$ cat src/rtl/nsed_pkg.sv
// Shared types and constants for the nearest-string edit distance block.
package nsed_pkg;

	localparam int MAX_LEN_DEF  = 32;
	localparam int MAX_CAND_DEF = 256;

	localparam logic [1:0] OP_SRC  = 2'd0;
	localparam logic [1:0] OP_CAND = 2'd1;
	localparam logic [1:0] OP_NEW  = 2'd2;

	// One candidate byte travelling down the row of cells.
	typedef struct packed {
		logic       valid;
		logic [7:0] ch;
		logic       last;
		logic       upd;
		logic       trunc;
	} nsed_tok_t;

	// Broadcast from the input stage to every cell.
	typedef struct packed {
		logic       adv;
		logic       init;
		logic       wr;
		logic [7:0] ch;
	} nsed_ctl_t;

endpackage

$ cat src/rtl/nsed_cell.sv
// One cell of the edit distance row: a source byte and one column of the table.
module nsed_cell #(
	parameter int IDX = 1,
	parameter int LW  = 6
) (
	input  logic              clk,
	input  logic              arst_n,
	input  nsed_pkg::nsed_ctl_t ctl,
	input  logic [LW-1:0]     src_len,
	input  nsed_pkg::nsed_tok_t tok_in,
	input  logic [LW-1:0]     left_in,
	input  logic [LW-1:0]     diag_in,
	output nsed_pkg::nsed_tok_t tok_s1,
	output logic [LW-1:0]     left_s1,
	output logic [LW-1:0]     diag_s1
);
	import nsed_pkg::*;

	logic [7:0]    char_q;
	logic [LW-1:0] val_q;
	logic          active;
	logic [LW-1:0] mn;
	logic [LW-1:0] nxt;

	assign active = (LW'(IDX) <= src_len);

	always_comb begin
		mn = (left_in < val_q) ? left_in : val_q;
		if (diag_in < mn) begin
			mn = diag_in;
		end
		nxt = (char_q == tok_in.ch) ? diag_in : LW'(mn + 1'b1);
	end

	always_ff @(posedge clk) begin
		if (ctl.wr && (src_len == LW'(IDX - 1))) begin
			char_q <= ctl.ch;
		end
	end

	always_ff @(posedge clk or negedge arst_n) begin
		if (!arst_n) begin
			val_q  <= LW'(IDX);
			tok_s1 <= '0;
		end else begin
			if (ctl.init) begin
				val_q <= LW'(IDX);
			end else if (ctl.adv && tok_in.valid && active) begin
				if (tok_in.last) begin
					val_q <= LW'(IDX);
				end else if (tok_in.upd) begin
					val_q <= nxt;
				end
			end
			if (ctl.adv) begin
				tok_s1 <= tok_in;
			end
		end
	end

	always_ff @(posedge clk) begin
		if (ctl.adv) begin
			if (!active) begin
				left_s1 <= left_in;
			end else if (tok_in.upd) begin
				left_s1 <= nxt;
			end else begin
				left_s1 <= val_q;
			end
			diag_s1 <= val_q;
		end
	end

endmodule

$ cat src/rtl/nsed_collect.sv
// Result stage: best-candidate tracking, candidate count and the output register.
module nsed_collect #(
	parameter int LW             = 6,
	parameter int MAX_CANDIDATES = 256
) (
	input  logic              clk,
	input  logic              arst_n,
	input  logic              clr,
	input  nsed_pkg::nsed_tok_t tok,
	input  logic [LW-1:0]     row_dist,
	input  logic              out_ready,
	output logic              hold,
	output logic              out_valid,
	output logic [5:0]        distance,
	output logic [7:0]        cand_index,
	output logic [5:0]        best_distance,
	output logic [7:0]        best_index,
	output logic              truncated
);
	import nsed_pkg::*;

	localparam int CW = (MAX_CANDIDATES > 1) ? $clog2(MAX_CANDIDATES) : 1;

	logic [CW-1:0] cnt_q;
	logic [LW-1:0] best_d_q;
	logic [CW-1:0] best_i_q;
	logic          best_v_q;
	logic          take;
	logic          better;
	logic [LW-1:0] nbd;
	logic [CW-1:0] nbi;

	logic [LW+5:0] dist_x;
	logic [LW+5:0] bd_x;
	logic [CW+7:0] idx_x;
	logic [CW+7:0] bi_x;

	assign hold   = tok.valid && tok.last && out_valid && !out_ready;
	assign take   = tok.valid && tok.last && !hold;
	assign better = !best_v_q || (row_dist < best_d_q);
	assign nbd    = better ? row_dist : best_d_q;
	assign nbi    = better ? cnt_q : best_i_q;

	assign dist_x = {6'd0, row_dist};
	assign bd_x   = {6'd0, nbd};
	assign idx_x  = {8'd0, cnt_q};
	assign bi_x   = {8'd0, nbi};

	always_ff @(posedge clk or negedge arst_n) begin
		if (!arst_n) begin
			cnt_q     <= '0;
			best_d_q  <= '0;
			best_i_q  <= '0;
			best_v_q  <= 1'b0;
			out_valid <= 1'b0;
		end else begin
			if (clr) begin
				cnt_q    <= '0;
				best_d_q <= '0;
				best_i_q <= '0;
				best_v_q <= 1'b0;
			end else if (take) begin
				best_d_q <= nbd;
				best_i_q <= nbi;
				best_v_q <= 1'b1;
				cnt_q    <= (cnt_q == CW'(MAX_CANDIDATES - 1)) ? '0 : CW'(cnt_q + 1'b1);
			end
			if (take) begin
				out_valid <= 1'b1;
			end else if (out_ready) begin
				out_valid <= 1'b0;
			end
		end
	end

	always_ff @(posedge clk) begin
		if (take) begin
			distance      <= (dist_x > (LW + 6)'(63)) ? 6'd63 : dist_x[5:0];
			best_distance <= (bd_x > (LW + 6)'(63)) ? 6'd63 : bd_x[5:0];
			cand_index    <= idx_x[7:0];
			best_index    <= bi_x[7:0];
			truncated     <= tok.trunc;
		end
	end

	assert property (@(posedge clk) disable iff (!arst_n)
		hold |-> !take)
		else $error("result taken while output register is blocked");
	assert property (@(posedge clk) disable iff (!arst_n)
		(take && !clr) |=> best_v_q)
		else $error("best candidate not marked valid after a result");
	assert property (@(posedge clk) disable iff (!arst_n)
		(take && !clr && best_v_q) |=> (best_d_q <= $past(best_d_q)))
		else $error("best distance grew within a search");

endmodule

$ cat src/rtl/nearest_string_edit_distance.sv
// Top level of the nearest-string edit distance search: input stage, cell row and result stage.
//
//   channel  | signals                                              | dir
//   ---------+------------------------------------------------------+-----
//   input    | in_valid, in_ready, op, ch, last                     | in
//   result   | out_valid, out_ready, distance, cand_index,          | out
//            | best_distance, best_index, truncated                 |
//
// Candidate bytes enter one per cycle while the row is not frozen and ripple down a row of
// MAX_LEN cells, one cell per source byte; a candidate's result is taken from the last cell into the output register.
// Source bytes, new-search items and unused codes wait until the row holds no byte.
// After reset the block is empty and accepts items at once; no clearing pass is needed.
// A result that cannot leave because the output register is still full freezes the row.
module nearest_string_edit_distance #(
	parameter int MAX_LEN        = nsed_pkg::MAX_LEN_DEF,
	parameter int MAX_CANDIDATES = nsed_pkg::MAX_CAND_DEF
) (
	input  logic       clk,
	input  logic       arst_n,
	input  logic       in_valid,
	output logic       in_ready,
	input  logic [1:0] op,
	input  logic [7:0] ch,
	input  logic       last,
	output logic       out_valid,
	input  logic       out_ready,
	output logic [5:0] distance,
	output logic [7:0] cand_index,
	output logic [5:0] best_distance,
	output logic [7:0] best_index,
	output logic       truncated
);
	import nsed_pkg::*;

	localparam int LW = $clog2(MAX_LEN + 1);

	nsed_tok_t     tok_w  [0:MAX_LEN];
	logic [LW-1:0] left_w [0:MAX_LEN];
	logic [LW-1:0] diag_w [0:MAX_LEN];
	logic [MAX_LEN:0] vld;

	nsed_tok_t     inj_tok_s1;
	logic [LW-1:0] inj_left_s1;
	logic [LW-1:0] inj_diag_s1;

	logic [LW-1:0] src_len_q;
	logic [LW-1:0] cand_len_q;
	logic          overflow_q;

	nsed_ctl_t ctl;
	logic      hold;
	logic      busy;
	logic      acc;
	logic      is_src;
	logic      is_cand;
	logic      is_new;
	logic      upd;
	logic      src_room;

	assign busy     = |vld;
	assign in_ready = !hold && ((op == OP_CAND) || !busy);
	assign acc      = in_valid && in_ready;
	assign upd      = cand_len_q < LW'(MAX_LEN);
	assign src_room = src_len_q < LW'(MAX_LEN);

	always_comb begin
		is_src  = 1'b0;
		is_cand = 1'b0;
		is_new  = 1'b0;
		unique case (op)
			OP_SRC:  is_src  = acc;
			OP_CAND: is_cand = acc;
			OP_NEW:  is_new  = acc;
			default: ;
		endcase
	end

	assign ctl.adv  = !hold;
	assign ctl.init = is_src || is_new;
	assign ctl.wr   = is_src && src_room;
	assign ctl.ch   = ch;

	always_ff @(posedge clk or negedge arst_n) begin
		if (!arst_n) begin
			src_len_q  <= '0;
			cand_len_q <= '0;
			overflow_q <= 1'b0;
			inj_tok_s1 <= '0;
		end else begin
			if (is_new) begin
				src_len_q  <= '0;
				cand_len_q <= '0;
				overflow_q <= 1'b0;
			end else if (is_src) begin
				cand_len_q <= '0;
				if (src_room) begin
					src_len_q <= LW'(src_len_q + 1'b1);
				end else begin
					overflow_q <= 1'b1;
				end
			end else if (is_cand) begin
				if (!upd) begin
					overflow_q <= 1'b1;
				end
				if (last) begin
					cand_len_q <= '0;
				end else if (upd) begin
					cand_len_q <= LW'(cand_len_q + 1'b1);
				end
			end
			if (!hold) begin
				inj_tok_s1.valid <= is_cand;
				inj_tok_s1.ch    <= ch;
				inj_tok_s1.last  <= last;
				inj_tok_s1.upd   <= upd;
				inj_tok_s1.trunc <= overflow_q || !upd;
			end
		end
	end

	always_ff @(posedge clk) begin
		if (!hold) begin
			inj_left_s1 <= upd ? LW'(cand_len_q + 1'b1) : cand_len_q;
			inj_diag_s1 <= cand_len_q;
		end
	end

	assign tok_w[0]  = inj_tok_s1;
	assign left_w[0] = inj_left_s1;
	assign diag_w[0] = inj_diag_s1;

	for (genvar k = 1; k <= MAX_LEN; k++) begin : g_cell
		nsed_cell #(
			.IDX (k),
			.LW  (LW)
		) u_cell (
			.clk     (clk),
			.arst_n  (arst_n),
			.ctl     (ctl),
			.src_len (src_len_q),
			.tok_in  (tok_w[k-1]),
			.left_in (left_w[k-1]),
			.diag_in (diag_w[k-1]),
			.tok_s1  (tok_w[k]),
			.left_s1 (left_w[k]),
			.diag_s1 (diag_w[k])
		);
	end

	for (genvar k = 0; k <= MAX_LEN; k++) begin : g_vld
		assign vld[k] = tok_w[k].valid;
	end

	nsed_collect #(
		.LW             (LW),
		.MAX_CANDIDATES (MAX_CANDIDATES)
	) u_collect (
		.clk           (clk),
		.arst_n        (arst_n),
		.clr           (is_new),
		.tok           (tok_w[MAX_LEN]),
		.row_dist      (left_w[MAX_LEN]),
		.out_ready     (out_ready),
		.hold          (hold),
		.out_valid     (out_valid),
		.distance      (distance),
		.cand_index    (cand_index),
		.best_distance (best_distance),
		.best_index    (best_index),
		.truncated     (truncated)
	);

	assert property (@(posedge clk) disable iff (!arst_n)
		(in_valid && in_ready && (op != OP_CAND)) |-> !busy)
		else $error("source or new-search item taken while the row holds a byte");
	assert property (@(posedge clk) disable iff (!arst_n)
		(src_len_q <= LW'(MAX_LEN)) && (cand_len_q <= LW'(MAX_LEN)))
		else $error("string length beyond the row");
	assert property (@(posedge clk) disable iff (!arst_n)
		hold |=> $stable(tok_w[MAX_LEN]))
		else $error("row moved while a result was blocked");
	assert property (@(posedge clk) disable iff (!arst_n)
		is_new |=> (src_len_q == '0) && (cand_len_q == '0) && !overflow_q)
		else $error("new search did not clear the input stage");

endmodule
$ cat config.mk
export PLATFORM = sky130hd
export DESIGN_NAME = nearest_string_edit_distance
export DESIGN_NICKNAME = d
export VERILOG_FILES = /design/src/rtl/nsed_pkg.sv /design/src/rtl/nsed_cell.sv /design/src/rtl/nsed_collect.sv /design/src/rtl/nearest_string_edit_distance.sv
export SDC_FILE = /design/constraint.sdc
export NUM_CORES = 2
export LEC_CHECK = 0
export BUFFER_PORTS_ARGS = -buffer_cell sky130_fd_sc_hd__clkbuf_2
export CORE_ASPECT_RATIO = 2
export CORE_MARGIN = 2
export CORE_UTILIZATION = 50
export CTS_BUF_LIST = sky130_fd_sc_hd__clkbuf_2 sky130_fd_sc_hd__clkbuf_4 sky130_fd_sc_hd__clkbuf_8
export DETAILED_ROUTE_END_ITERATION = 10
export GPL_TIMING_DRIVEN = 0
export PLACE_DENSITY_LB_ADDON = 0.05
export SLEW_MARGIN = 40
export SYNTH_ARGS = -nofsm -noshare
export SYNTH_HDL_FRONTEND = slang
export SYNTH_HIERARCHICAL = 1
export SYNTH_SLANG_ARGS = --single-unit
$ cat constraint.sdc
create_clock -name clk -period 16.05 [get_ports clk]
set_input_delay 3.21 -clock clk [delete_from_list [all_inputs] [get_ports clk]]
set_output_delay 3.21 -clock clk [all_outputs]
set_load 0.05 [all_outputs]
# ---- After elaboration in Yosys (flattened, before gate mapping)
# Cells that the tools add are included.
dict set report classes {
  n_addsub 35
  order_cmp 101
  eq_ne 68
  n_mux 285
  n_reduce_logical 154
}
# op count
set op_table {}
lappend op_table {{6-bit 2-to-1 mux} 267}
lappend op_table {{6-bit < comparator} 65}
lappend op_table {{8-bit equality test} 32}
lappend op_table {{6-bit by 1-bit adder with 6-bit output, second input constant} 34}
lappend op_table {{1-bit logical AND} 103}
lappend op_table {{6-bit by 5-bit equality test with 1-bit output, second input constant} 16}
lappend op_table {{5-bit by 6-bit <= comparator with 1-bit output, first input constant} 16}
lappend op_table {{2-bit nonzero test} 36}
lappend op_table {{6-bit by 4-bit equality test with 1-bit output, second input constant} 8}
lappend op_table {{4-bit by 6-bit <= comparator with 1-bit output, first input constant} 8}
lappend op_table {{8-bit 2-to-1 mux} 6}
lappend op_table {{33-bit OR reduction} 1}
lappend op_table {{6-bit by 3-bit equality test with 1-bit output, second input constant} 4}
lappend op_table {{3-bit by 6-bit <= comparator with 1-bit output, first input constant} 4}
lappend op_table {{6-bit by 2-bit equality test with 1-bit output, second input constant} 2}
lappend op_table {{6-bit greater-than comparator, second input constant} 2}
lappend op_table {{2-bit by 6-bit <= comparator with 1-bit output, first input constant} 2}
lappend op_table {{6-bit < comparator, second input constant} 2}
lappend op_table {{1-bit 2-to-1 mux} 12}
lappend op_table {{8-bit by 1-bit adder with 8-bit output, second input constant} 1}
lappend op_table {{8-bit equality test, second input constant} 1}
lappend op_table {{6-bit by 1-bit equality test with 1-bit output, second input constant} 1}
lappend op_table {{1-bit by 6-bit <= comparator with 1-bit output, first input constant} 1}
lappend op_table {{6-bit <= comparator, first input constant} 1}
lappend op_table {{10 further kinds} 18}
dict set report totals {
  regBits 1291
  input_bits 15
  out_inout_bits 31
  elab_cells 948
}

# ---- Depth between registers and ports, before layout
dict set report logic_depth {
  word_depth 10
  depth_mapped 25
  ltp_nobuf 23
}

# ---- By module
# The synthesis kept the hierarchy.
# module instances cells_each area_per_inst_um2
set by_module_without_submodules {}
lappend by_module_without_submodules {nsed_collect 1 191 2501.1}
lappend by_module_without_submodules {{nsed_cell at g_cell[25].u_cell} 1 227 2403.6}
lappend by_module_without_submodules {{nsed_cell at g_cell[2].u_cell} 1 222 2369.8}
lappend by_module_without_submodules {{nsed_cell at g_cell[24].u_cell} 1 227 2367.3}
lappend by_module_without_submodules {{nsed_cell at g_cell[5].u_cell} 1 225 2367.3}
lappend by_module_without_submodules {{nsed_cell at g_cell[3].u_cell} 1 228 2341.0}
lappend by_module_without_submodules {{nsed_cell at g_cell[18].u_cell} 1 220 2328.5}
lappend by_module_without_submodules {{nsed_cell at g_cell[23].u_cell} 1 217 2321.0}
lappend by_module_without_submodules {{nsed_cell at g_cell[15].u_cell} 1 209 2319.7}
lappend by_module_without_submodules {{nsed_cell at g_cell[32].u_cell} 1 216 2316.0}
lappend by_module_without_submodules {{nsed_cell at g_cell[27].u_cell} 1 226 2313.5}
lappend by_module_without_submodules {{nsed_cell at g_cell[13].u_cell} 1 215 2309.7}
lappend by_module_without_submodules {{nsed_cell at g_cell[9].u_cell} 1 221 2301.0}
lappend by_module_without_submodules {{nsed_cell at g_cell[29].u_cell} 1 221 2298.5}
lappend by_module_without_submodules {{+20 rows} n/a n/a n/a}

# ---- Worst setup path after synthesis
# No wires, ideal clock.
dict set report synth_timing {
  path_kind {input -> register}
  startpoint {input out_ready}
  endpoint {register g_cell[2].u_cell.val_q[2]}
  arrival_time_ns 16.580
  required_ns 15.967
  setup_slack_ns -0.613
  stages 8
  path_buffers 2
  path_cell_list {nand2b_2 nor2_1 buf_6 clkbuf_1 inv_1 nand3_1 or4_1 o21ai_0}
}
# item line_no
set synth_lines {}
lappend synth_lines {{start: declaration} nearest_string_edit_distance.sv:26} ;# input logic out_ready,
lappend synth_lines {{end signal: assignment} nsed_cell.sv:43} ;# val_q <= LW'(IDX);
lappend synth_lines {{end signal: assignment} nsed_cell.sv:47} ;# val_q <= LW'(IDX);
lappend synth_lines {{end signal: assignment} nsed_cell.sv:50} ;# val_q <= LW'(IDX);
lappend synth_lines {{end: declaration} nsed_cell.sv:20} ;# logic [LW-1:0] val_q;

# ---- Worst setup path after layout
dict set report layout_timing {
  startpoint {input out_ready}
  endpoint {output in_ready}
}
dict set report layout_between {
  elab_chain_len 4
}
# item line_no
set layout_lines {}
lappend layout_lines {{1-bit logical NOT} nsed_collect.sv:38} ;# assign hold = tok.valid && tok.last && out_valid && !out_ready;
lappend layout_lines {{1-bit logical AND} nsed_collect.sv:38}
lappend layout_lines {{via hold} nearest_string_edit_distance.sv:51} ;# logic hold;
lappend layout_lines {{1-bit logical NOT} nearest_string_edit_distance.sv:61} ;# assign in_ready = !hold && ((op == OP_CAND) || !busy);
lappend layout_lines {{1-bit logical AND} nearest_string_edit_distance.sv:61}
lappend layout_lines {{end: declaration} nearest_string_edit_distance.sv:21} ;# output logic in_ready,
# The timed path passes the listed nets, and every way through them passes these cells.

==> impl_summary.md <==
Layout
Of the cells placed in the final design, the portion with a size suffix greater than 1 is 19.1%. Leaving out fill and tap cells, the most frequent cells in the layout are sky130_fd_sc_hd__edfxtp_1, sky130_fd_sc_hd__dfrtp_1, sky130_fd_sc_hd__nand2_1, sky130_fd_sc_hd__nor2_1, sky130_fd_sc_hd__mux2_2. The non-filler instance count after layout is about 9.6k. The layout overhead on the synthesized area is 11.4%. The number of fill cells is 13.4k. The most common library cell in the layout ignoring fill and taps is sky130_fd_sc_hd__edfxtp_1. The final standard cell utilization of the core is 56.0%.

For this run, the post-layout net count is 7,803.

Worst setup path
The arrival time at the worst endpoint is 5180 ps. The endpoint class of the critical path is an output port. The kind of launch point of the worst setup path is an input pin. The worst stage delay on the critical path is 570 ps. The largest fanout of any net on the critical path is 10. Tracing the worst setup path back leads to its startpoint at out_ready. Across all register-to-register paths, the minimum setup slack is between 10,000 and 15,000 ps. The critical path class is input pin to output port. The worst register-to-register path begins at g_cell[9].u_cell/val_q[3]. The capture point of the worst reg-to-reg path is g_cell[9].u_cell/left_s1[4]. The cell with the largest stage delay on the worst path is sky130_fd_sc_hd__nor2_1. The signal on the critical path passes through clkbuf_2 -> nand2b_2 -> nor2_1 -> buf_6 -> clkbuf_1 -> nor2_1 -> clkbuf_2.

The number of cell instances on the worst register-to-register path is 24. The required arrival time at the worst endpoint is 12,840 ps.

Placement
The number of input and output port buffers inserted is 45. The cell total after placement is 9,284. The detailed placer's ending HPWL is 170 mm. The placer's final routability congestion estimate is 0.915.

STA
The setup TNS is 0 ps. The total count of max-transition violations in the final report came to 0. The maximum operating frequency is 119 MHz. The final number of setup-violating endpoints is 0. The slew at the pin closest to its max-slew limit is 983 ps. Headroom to the max-slew limit came out at 33.8%. The final number of hold-violating endpoints came to 0. The clock period could shrink to 8390 ps. The clock arrives with 74.8 ps of skew. Setup repair after global routing left no endpoint under its margin. The portion of the clock cycle consumed by the worst path in the final layout is 52.3%.

Synth
Synthesis produced a netlist with a net count of approximately 7.5k. The netlist area before placement is 0.0769 mm². The post-synthesis instance total is 7,132. The number of warning messages in the yosys log is 6. The post-synthesis area per instance is between 10 and 15 µm².

Floorplanning
In this run the core area contains 203 standard-cell rows. The overall die area is 0.157 mm². In this run the vertical extent of the chip is 559 µm. The area of the core is 0.153 mm². The total I/O pin count is 46. From left edge to right edge, the die measures 281 µm. The starting density of the core is 50.3%.

Worst hold path
The depth of the worst hold-timing path is 0. The min-delay analysis places its worst path in the category flip-flop to flip-flop. The worst hold path terminates at u_collect/truncated. The worst hold path begins at g_cell[32].u_cell/tok_s1[0].

Clocking
In this run the number of H-tree levels came out at 4. The later pin in the worst-skew pair is clocked with a latency of between 900 and 1000 ps. The clock tree root buffer cell is sky130_fd_sc_hd__clkbuf_8.

Clock-pin slew was measured on the worst setup and hold paths at ~70 ps. Counting the buffers created by CTS gives 198. TritonCTS built the clock tree.

The clock passes through at most 4 buffers. After clock tree synthesis, the setup repair step added 0 buffers. The total of hold buffers inserted after clock tree synthesis is 0.

The number of gates resized after CTS was 0. Clock tree synthesis found a total of 1,291 sinks.

Global route
The overall fraction of global-route tracks in use is 28.7%. The initial antenna violation count was 4. The overall overflow remaining after global route is 0. The via count of the first global-routing pass was 61.0k. The global-route wire length before repair is 348 mm.

The pin count of the biggest net entering global routing is 70.

Drt
After the first detailed-routing iteration, the DRC count stood at 3,377. The wire length per cell is 23.5 µm. After detailed routing, the total wire length is between 200 and 250 mm. The number of iterations in the first detailed-routing pass is 9. The final antenna-violating net count is 0.

The average vias per placed instance is 6.13. The number of design rule violations left after detail routing is 2. The routed layout has approximately 60k vias.

Status
The checks that failed: design-rule violations. The run finished, with violations left.

Flow run
Max-cap violations in this run came to 0.
[state kept, by name, summed over array words and instances (netlist names)]
name and cells:
u_collect/cand_index 8, inj_left_s1 6, u_collect/out_valid 1, inj_diag_s1 6
src_len_q 6, g_cell.u_cell/val_q 192, u_collect/best_d_q 6, u_collect/best_i_q 8
g_cell.u_cell/diag_s1 186, overflow_q 1, u_collect/best_distance 6, cand_len_q 6
u_collect/best_index 8, inj_tok_s1 12, u_collect/truncated 1, u_collect/best_v_q 1
u_collect/cnt_q 8, g_cell.u_cell/left_s1 192, u_collect/distance 6, g_cell.u_cell/char_q 256
g_cell.u_cell/tok_s1 375
[layer usage]
metal | share of wire [%] | vias up | global-route usage [%]
li1 | - | 27492 | -
met4 | 7.6 | 2 | 19.8
met5 | 0.0053 | - | 0
met3 | 3.0 | 851 | 2.88
met2 | 57 | 1652 | 57.4
met1 | 33 | 29131 | 26.6
[final cells by class]
type	count	area (µm²)	share of cell area (%)
multi-input cells	5281	38900	45.5
flip-flops and latches	1291	35800	41.8
clock buffers	303	3770	4.40
well taps	2050	2560	2.99
repair buffers	102	1520	1.78
inverters	361	1360	1.59
plain buffers	199	1100	1.28
clock inverters	55	586	0.684
diodes	3	7.51	0.00876
[how the worst max path moves through the flow]
stage / end / slack, ps
6_report: in_ready / 7660
2_1_floorplan: g_cell[2].u_cell/val_q[1] / 3340
4_1_cts: in_ready / 7660
3_3_place_gp: g_cell[21].u_cell/val_q[3] / -4670
3_5_place_dp: in_ready / 7670
5_1_grt: in_ready / 7550
[critical path: cells and delay by family]
family / cells / cell delay (ps)
and+or+nand+nor: 3 / 900
buffers and inverters: 4 / 1070
[metrics by stage]
step / area [µm²] / setup WS, ps / hold slack, ps
global route: 85700 / 7550 / 459
finish: 85700 / 7660 / 445
global placement: 79700 / -4670 / 431
CTS: 85600 / 7660 / 451
detailed placement: 81200 / 7670 / 437
floorplan: 76900 / 3340 / 421
Power is left out: the tool's default activity adds up to more than one toggle a clock period on the data nets, which glitch-free logic cannot reach.
